## src/hidkb_pkg.sv

```systemverilog
`timescale 1ns / 1ps

package hidkb_pkg;

   localparam int KEY_SLOTS   = 6;
   localparam int SLOT_DEPTH  = 6;

   localparam logic [7:0] SHIFT_MASK = 8'h22;
   localparam logic [7:0] FIRST_CODE = 8'd4;
   localparam logic [7:0] CODE_LIMIT = 8'd75;

   typedef struct packed {
      logic [7:0] modifiers;
      logic [7:0] key_slot0;
      logic [7:0] key_slot1;
      logic [7:0] key_slot2;
      logic [7:0] key_slot3;
      logic [7:0] key_slot4;
      logic [7:0] key_slot5;
   } req_type;

   typedef struct packed {
      logic       char_valid;
      logic [6:0] char_code;
   } rsp_type;

   // what one lane reports to the merge stage
   typedef struct packed {
      logic       hit;
      logic [7:0] code;
   } lane_type;

   // usage code to ascii, indexed by the usage code itself
   function automatic logic [6:0] key_char(input logic [7:0] code, input logic shift);
      logic [6:0] ch;
      ch = 7'h00;
      if (code >= FIRST_CODE && code < CODE_LIMIT) begin
         if (code <= 8'd29) begin
            // letters
            ch = (shift ? 7'h41 : 7'h61) + 7'(code - FIRST_CODE);
         end else begin
            case (code)
               8'd30:   ch = shift ? 7'h21 : 7'h31;
               8'd31:   ch = shift ? 7'h40 : 7'h32;
               8'd32:   ch = shift ? 7'h23 : 7'h33;
               8'd33:   ch = shift ? 7'h24 : 7'h34;
               8'd34:   ch = shift ? 7'h25 : 7'h35;
               8'd35:   ch = shift ? 7'h5e : 7'h36;
               8'd36:   ch = shift ? 7'h26 : 7'h37;
               8'd37:   ch = shift ? 7'h2a : 7'h38;
               8'd38:   ch = shift ? 7'h28 : 7'h39;
               8'd39:   ch = shift ? 7'h29 : 7'h30;
               8'd40:   ch = 7'h0a;
               8'd41:   ch = 7'h1b;
               8'd42:   ch = 7'h08;
               8'd43:   ch = 7'h09;
               8'd44:   ch = 7'h20;
               8'd45:   ch = shift ? 7'h5f : 7'h2d;
               8'd46:   ch = shift ? 7'h2b : 7'h3d;
               8'd47:   ch = shift ? 7'h7b : 7'h5b;
               8'd48:   ch = shift ? 7'h7d : 7'h5d;
               8'd49:   ch = shift ? 7'h7c : 7'h5c;
               8'd51:   ch = shift ? 7'h3a : 7'h3b;
               8'd52:   ch = shift ? 7'h22 : 7'h27;
               8'd53:   ch = shift ? 7'h7e : 7'h60;
               8'd54:   ch = shift ? 7'h3c : 7'h2c;
               8'd55:   ch = shift ? 7'h3e : 7'h2e;
               8'd56:   ch = shift ? 7'h3f : 7'h2f;
               default: ch = 7'h00;
            endcase
         end
      end
      return ch;
   endfunction

endpackage

```

## src/hidkb_lane.sv

```systemverilog
`timescale 1ns / 1ps

module hidkb_lane (
   input  logic [7:0]          code,
   input  logic [7:0]          prev_code,
   output hidkb_pkg::lane_type lane
);

   // newly pressed: something in the slot and not what was there last report
   assign lane.hit  = (code != 8'd0) && (code != prev_code);
   assign lane.code = code;

endmodule

```

## src/hidkb_merge.sv

```systemverilog
`timescale 1ns / 1ps

module hidkb_merge (
   input  hidkb_pkg::lane_type lanes [hidkb_pkg::KEY_SLOTS],
   input  logic [7:0]          modifiers,
   output hidkb_pkg::rsp_type  rsp
);

   logic       found;
   logic [7:0] pick_code;
   logic       shift;
   logic [6:0] ch;

   // lowest slot with a hit wins
   always_comb begin
      found     = 1'b0;
      pick_code = 8'd0;
      for (int n = 0; n < hidkb_pkg::KEY_SLOTS; n++) begin
         if (!found && lanes[n].hit) begin
            found     = 1'b1;
            pick_code = lanes[n].code;
         end
      end
   end

   assign shift = |(modifiers & hidkb_pkg::SHIFT_MASK);
   assign ch    = found ? hidkb_pkg::key_char(pick_code, shift) : 7'h00;

   assign rsp.char_valid = (ch != 7'h00);
   assign rsp.char_code  = ch;

endmodule

```

## src/hid_keyboard_report_to_ascii.sv

```systemverilog
`timescale 1ns / 1ps

// channel   ports                              payload
// req       req_valid, req_stall, req_data     hidkb_pkg::req_type (modifiers, six slots)
// rsp       rsp_valid, rsp_stall, rsp_data     hidkb_pkg::rsp_type (char_valid, char_code)
//
// one report per cycle while req_stall is low: six slot lanes compare against
// the stored report, the merge stage picks the first new key and looks it up,
// and the result is registered in the output register, or in the skid register.
// a skid register holds one result while rsp is stalled, so req_stall rises
// only when both the output and skid registers are full.
// synchronous reset clears the stored slots to zero and empties both registers.

module hid_keyboard_report_to_ascii (
   input  logic               clock,
   input  logic               reset,
   input  logic               req_valid,
   output logic               req_stall,
   input  hidkb_pkg::req_type req_data,
   output logic               rsp_valid,
   input  logic               rsp_stall,
   output hidkb_pkg::rsp_type rsp_data
);

   logic [7:0]          slots_all [hidkb_pkg::SLOT_DEPTH];
   logic [7:0]          prev_ff   [hidkb_pkg::KEY_SLOTS];
   hidkb_pkg::lane_type lanes     [hidkb_pkg::KEY_SLOTS];
   hidkb_pkg::rsp_type  result;

   hidkb_pkg::rsp_type  out_ff;
   logic                out_valid_ff;
   hidkb_pkg::rsp_type  skid_ff;
   logic                skid_valid_ff;

   logic                accept;
   logic                out_free;

   assign slots_all[0] = req_data.key_slot0;
   assign slots_all[1] = req_data.key_slot1;
   assign slots_all[2] = req_data.key_slot2;
   assign slots_all[3] = req_data.key_slot3;
   assign slots_all[4] = req_data.key_slot4;
   assign slots_all[5] = req_data.key_slot5;

   for (genvar g = 0; g < hidkb_pkg::KEY_SLOTS; g++) begin : g_lane
      hidkb_lane u_lane (
         .code      (slots_all[g]),
         .prev_code (prev_ff[g]),
         .lane      (lanes[g])
      );
   end

   hidkb_merge u_merge (
      .lanes     (lanes),
      .modifiers (req_data.modifiers),
      .rsp       (result)
   );

   assign req_stall = skid_valid_ff;
   assign accept    = req_valid && !skid_valid_ff;
   assign out_free  = !out_valid_ff || !rsp_stall;

   always_ff @(posedge clock) begin
      if (reset) begin
         for (int n = 0; n < hidkb_pkg::KEY_SLOTS; n++) begin
            prev_ff[n] <= 8'd0;
         end
      end else if (accept) begin
         for (int n = 0; n < hidkb_pkg::KEY_SLOTS; n++) begin
            prev_ff[n] <= slots_all[n];
         end
      end
   end

   always_ff @(posedge clock) begin
      if (reset) begin
         out_valid_ff  <= 1'b0;
         skid_valid_ff <= 1'b0;
      end else if (out_free) begin
         if (skid_valid_ff) begin
            out_valid_ff  <= 1'b1;
            skid_valid_ff <= 1'b0;
         end else begin
            out_valid_ff  <= accept;
         end
      end else if (accept) begin
         skid_valid_ff <= 1'b1;
      end
   end

   // payload registers, no reset
   always_ff @(posedge clock) begin
      if (out_free) begin
         out_ff <= skid_valid_ff ? skid_ff : result;
      end
      if (!out_free && accept) begin
         skid_ff <= result;
      end
   end

   assign rsp_valid = out_valid_ff;
   assign rsp_data  = out_ff;

endmodule

```

## config.mk

```make
export PLATFORM = sky130hd
export DESIGN_NAME = hid_keyboard_report_to_ascii
export DESIGN_NICKNAME = d
export VERILOG_FILES = /design/src/hidkb_pkg.sv /design/src/hidkb_lane.sv /design/src/hidkb_merge.sv /design/src/hid_keyboard_report_to_ascii.sv
export SDC_FILE = /design/constraint.sdc
export NUM_CORES = 1
export LEC_CHECK = 0
export ABC_AREA = 0
export BUFFER_PORTS_ARGS = -buffer_cell sky130_fd_sc_hd__buf_2
export CORE_AREA = 2 2 97 99
export CTS_CLUSTER_DIAMETER = 80
export DETAILED_ROUTE_END_ITERATION = 6
export DIE_AREA = 0 0 99 101
export PLACE_DENSITY = 0.72
export SLEW_MARGIN = 0
export SYNTH_ARGS = -nofsm -noshare
export SYNTH_HDL_FRONTEND = slang
export SYNTH_SLANG_ARGS = --single-unit
```

## constraint.sdc

```tcl
create_clock -name clock -period 10.6 [get_ports clock]
set_input_delay 1.06 -clock clock [delete_from_list [all_inputs] [get_ports clock]]
set_output_delay 1.06 -clock clock [all_outputs]
set_load 0.01 [all_outputs]
```

# Word level (Yosys, flattened, before mapping)

Memory sizes are Yosys's and may differ from the RTL's.
Cells that the tools add are included.

Add/subtract/negate cells: 2
Magnitude comparators: 3
Equality and inequality tests: 32
Multiplexer cells: 51
Bitwise operators: 6
Reduce and logical (&&, ||, !) cells: 33

Operators with widths:

| operator                                                               | count |
|---|---|
| 8-bit by 6-bit == test with 1-bit output (second input constant)       | 24 |
| 7-bit one-hot mux with 26 select lines                                 | 1 |
| 8-bit two-way mux                                                      | 13 |
| 5-bit two-way mux                                                      | 13 |
| 8-bit != test                                                          | 6 |
| 8-bit nonzero test                                                     | 6 |
| 7-bit two-way mux                                                      | 6 |
| 6-bit two-way mux                                                      | 4 |
| 8-bit by 5-bit == test with 1-bit output (second input constant)       | 2 |
| 1-bit logical AND                                                      | 14 |
| 1-bit two-way mux                                                      | 13 |
| 1-bit zero test                                                        | 9 |
| 8-bit by 3-bit >= comparator with 1-bit output (second input constant) | 1 |
| 8-bit by 5-bit <= comparator with 1-bit output (second input constant) | 1 |
| 8-bit by 7-bit < comparator with 1-bit output (second input constant)  | 1 |
| 7-bit adder                                                            | 1 |
| 7-bit nonzero test                                                     | 1 |
| 7-bit by 3-bit subtractor with 7-bit output (second input constant)    | 1 |
| 1-bit OR                                                               | 6 |
| 2-bit OR reduction                                                     | 2 |
| 3-bit two-way mux                                                      | 1 |
| 1-bit logical OR                                                       | 1 |

Flip-flop bits (word level): 18
Memory bits (writable): 48
Output and inout port bits: 10
Logic and storage cells: 134
Memories kept: 1

Memories:

| memory  | depth | width | rd ports | clocked after Yosys merged registers in | write ports | RTL line                           | source |
|---|---|---|---|---|---|---|---|
| prev_ff | 6     | 8     | 6        | 0                                       | 6           | hid_keyboard_report_to_ascii.sv:26 | `logic [7:0] prev_ff [hidkb_pkg::KEY_SLOTS];` |

# Depth between registers and ports, before layout

An unclocked memory read counts as a cell.

Depth in word-level cells: 26
Gate-level depth with buffers: 19
Gate-level depth less buffers: 17

# Hierarchy

From an unflattened synthesis, not the netlist that was laid out.

Cells, all modules: 491
Area, all modules: 4,928.5 µm²

By module, submodules not included:

| module                       | instances | cells each | area each (µm²) | sequential area each (µm²) |
|---|---|---|---|---|
| hid_keyboard_report_to_ascii | 1         | 136        | 2,441.1         | 1,961.9 |
| hidkb_merge                  | 1         | 229        | 1,511.4         | 0.0 |
| hidkb_lane                   | 6         | 21         | 162.7           | 0.0 |

# Worst setup path before layout

Ideal clock, no wire load.

Path kind: in2reg
Start: input req_data[3] (netlist bit)
End: register out_ff (netlist bit rsp_data[7]) (data pin)
Data arrival time: 5.137 ns
Slack: 5.203 ns
Stages: 15
Buffers on the path: 1
Cells stage by stage: or4_1 > or4_1 > o21ai_2 > nor4_4 > buf_6 > and2_1 > or2_2 > ha_1 > or2_2 > o41ai_2 > nand3_1 > o311a_1 > or3_1 > or4_4 > mux2_2

RTL lines:

| what                 | RTL line                           | source |
|---|---|---|
| start, declared      | hid_keyboard_report_to_ascii.sv:19 | `input hidkb_pkg::req_type req_data,` |
| end signal, assigned | hid_keyboard_report_to_ascii.sv:94 | `out_ff <= skid_valid_ff ? skid_ff : result;` |
| end, declared        | hid_keyboard_report_to_ascii.sv:30 | `hidkb_pkg::rsp_type out_ff;` |

==> impl_metrics.env <==
export IMPL_ys_ff_latch=66
export IMPL_synth_edf_count=64
export IMPL_status="complete, no violations"
export IMPL_layout_worst_path_cycle_share=0.5731
export IMPL_die_width_um=99
export IMPL_drt_wirelength_per_cell_um=18.27
export IMPL_critPathRequiredTime_ns=10.69
export IMPL_drc_errors=0
export IMPL_cts_tree="done"
export IMPL_dr_first_iter_drc_count=311
export IMPL_grt_max_degree=49
export IMPL_hold_violations=0
export IMPL_synth_most_common_cell="edfxtp_1"
export IMPL_diodes=0
export IMPL_path_class="input pin to flip-flop"
export IMPL_syn_to_final_growth_pct=11.58
export IMPL_min_path_type="flip-flop to flip-flop"
export IMPL_slew_headroom=0.2195
export IMPL_start_util=0.5394
export IMPL_final_nets=612
export IMPL_worst_setup_path_start_kind="input pin"
export IMPL_min_to="rsp_data[6]"
export IMPL_yosys_area_top_type="edfxtp_1"
export IMPL_synthArstFlopShare=0
export IMPL_rsz0062_at_grt="no"
export IMPL_cts_hold_buf=0
export IMPL_hp_start="skid_ff[6]"
export IMPL_syn_inst=491
export IMPL_io_pins=70
export IMPL_port_buffers=63
export IMPL_cap_violations=0
export IMPL_htree_levels=3
export IMPL_syn_area_um2=4842
export IMPL_fin_setup_tns_ns=0
export IMPL_cp_max_fo=15
export IMPL_min_path_cells=1
export IMPL_slew_violations=0
export IMPL_worstSkewPairLatency_ns=0.34
export IMPL_post_cts_setup_buffers=0
export IMPL_grt_usage=0.2488
export IMPL_ys_flop_type="edfxtp_1"
export IMPL_setup_viol=0
export IMPL_fin_crit_ns=6.075
export IMPL_grt_pass1_wl_um=19780
export IMPL_max_freq_mhz=164.6
export IMPL_synthDominantCellAreaShare=0.3969
export IMPL_tightestPinTransition_ns=1.171
export IMPL_numCtsBuffers=9
export IMPL_clk_pin_slew_worst_paths_ns=0.09
export IMPL_row_count=35
export IMPL_drt_wl_total_um=12100
export IMPL_synthesis_nets=557
export IMPL_synth_cell_types=72
export IMPL_vias=4088
export IMPL_fin_ws_ns=4.525
export IMPL_antenna_left=0
export IMPL_cp_arrival_ns=6.17
export IMPL_power_density_nw_per_um2=119.6
export IMPL_seq_area_frac_synth=0.4052
export IMPL_reg2reg_slack_ns=4.99
export IMPL_antenna_found_initial=0
export IMPL_hpwl_um=8867
export IMPL_vias_per_cell=6.175
export IMPL_root_buffer="clkbuf_8"
export IMPL_timing_rr_start="prev_ff[0][3]"
export IMPL_first_global_vias=3824
export IMPL_drive_above_1_share=0.2305
export IMPL_leakage_nw=2.000
export IMPL_reg2reg_depth=16
export IMPL_gp_congestion=0.9357
export IMPL_fin_skew_ns=0.01834
export IMPL_core_area_um2=8977
export IMPL_grt_ovfl_total=0
export IMPL_synthesis_area_per_instance_um2=9.862
export IMPL_r2r_end="rsp_data[7]"
export IMPL_ir_drop_v=0.00008324
export IMPL_cts_resized=0
export IMPL_yosys_warnings=0
export IMPL_synth_area_leaders="edfxtp_1 40%, xnor2_1 6.3%, and2_1 6.1%"
export IMPL_ctsLongestPathBuffers=2
export IMPL_die_area_um2=9999
export IMPL_synth_commonest_cells="64 x edfxtp_1, 47 x and2_1, 35 x xnor2_1"
export IMPL_dpl_worst_slack_ns=4.245
export IMPL_crit_path_end_kind="flip-flop"
export IMPL_fp_dieH_um=101
export IMPL_clock_sinks=66
export IMPL_first_pass_iters=5
-- critical path, cell delays in order --
cell       delay, ns
buf_2           0.13
xor2_1          0.17
nor4_2          0.42
a22o_1          0.43
mux2_2          0.38
o221ai_1        0.22
a2bb2oi_1       0.17
or2_2           0.36
ha_1            0.40
or2_2           0.41
o41ai_2         0.30
nand3_1         0.13
o311a_1         0.42
or3_1           0.38
or4_4           0.49
mux2_2          0.27
-- flip-flops by register name, indices dropped and copies added, names as in the netlist --
register   count
prev_ff       48
rsp_data       8
skid_ff        8
req_stall      1
rsp_valid      1
-- kinds of logic after synthesis --
logic type,Yosys count,share of synthesized area
compound gates,107,0.1755
xor+xnor,53,0.09586
fa+ha+maj,6,0.01550
buf+inv,44,0.04057
flops,66,0.4052
mux,12,0.02791
simple gates,203,0.2395
-- cells in the final DEF, fill, tap and decap left out, types with 4 or more instances in the layout --
cell type	n
mux2_2	12
o211ai_1	6
or2_2	4
o21ai_1	5
o2bb2ai_1	4
clkbuf_8	9
nand3_1	13
a32oi_1	5
edfxtp_1	64
a221o_1	4
xnor2_1	35
nor4_1	14
nand2_2	5
nand4_1	15
a21boi_0	4
a22oi_1	6
ha_1	6
nand2_1	32
o21ai_0	16
a21oi_1	8
nor4_2	5
and2_1	47
inv_1	18
nor3_1	20
xor2_1	18
nor2_1	25
buf_2	63
o221ai_1	4
-- how the worst max path moves through the flow --
stage,from,endpoint,slack [ns],cells after the start
finish,req_data[31],rsp_data[7],4.52,16
global route,req_data[43],rsp_data[7],4.18,16
CTS,req_data[43],rsp_data[7],4.59,17
detailed placement,req_data[43],rsp_data[7],4.24,17
global placement,req_data[43],rsp_data[7],4.20,17
floorplan,req_data[3],rsp_data[7],5.20,15
-- per-stage QoR --
step / power (mW) / area [um^2] / hold WS [ns] / instances / utilization
2_1_floorplan: 0.3984 / 4842 / 0.5000 / 491 / -
3_3_place_gp: 0.4382 / 5216 / 0.5134 / 646 / 0.5810
3_5_place_dp: 0.4400 / 5216 / 0.5368 / 646 / 0.5810
4_1_cts: 0.6471 / 5403 / 0.5356 / 662 / 0.6018
5_1_grt: 0.6718 / 5403 / 0.5380 / 662 / 0.6018
6_report: 0.6462 / 5403 / 0.5337 / 662 / 0.6018
-- area by class of cell --
class | count | area (um^2)
Fill cell | 793 | 3575
Multi-Input combinational cell | 381 | 2693
Sequential cell | 66 | 1962
Timing Repair Buffer | 66 | 337.8
Tap cell | 111 | 138.9
Clock buffer | 11 | 131.4
Inverter | 22 | 85.08
Clock inverter | 5 | 55.05
-- where the power goes --
part / switching, mW / internal (mW)
combinational: 0.0731 / 0.0488
sequential: 0.00695 / 0.306
clock: 0.103 / 0.108
-- per-layer routing --
metal	wire, um	up-vias	track usage	share of wire
li1	-	1959	-	-
met1	5565	1915	0.3658	0.46
met2	5349	197	0.3794	0.44
met3	1039	17	0.05062	0.086
met4	143	0	0.05901	0.012
met5	0	-	0	0
Note: power is estimated with default switching activity, not from simulation.
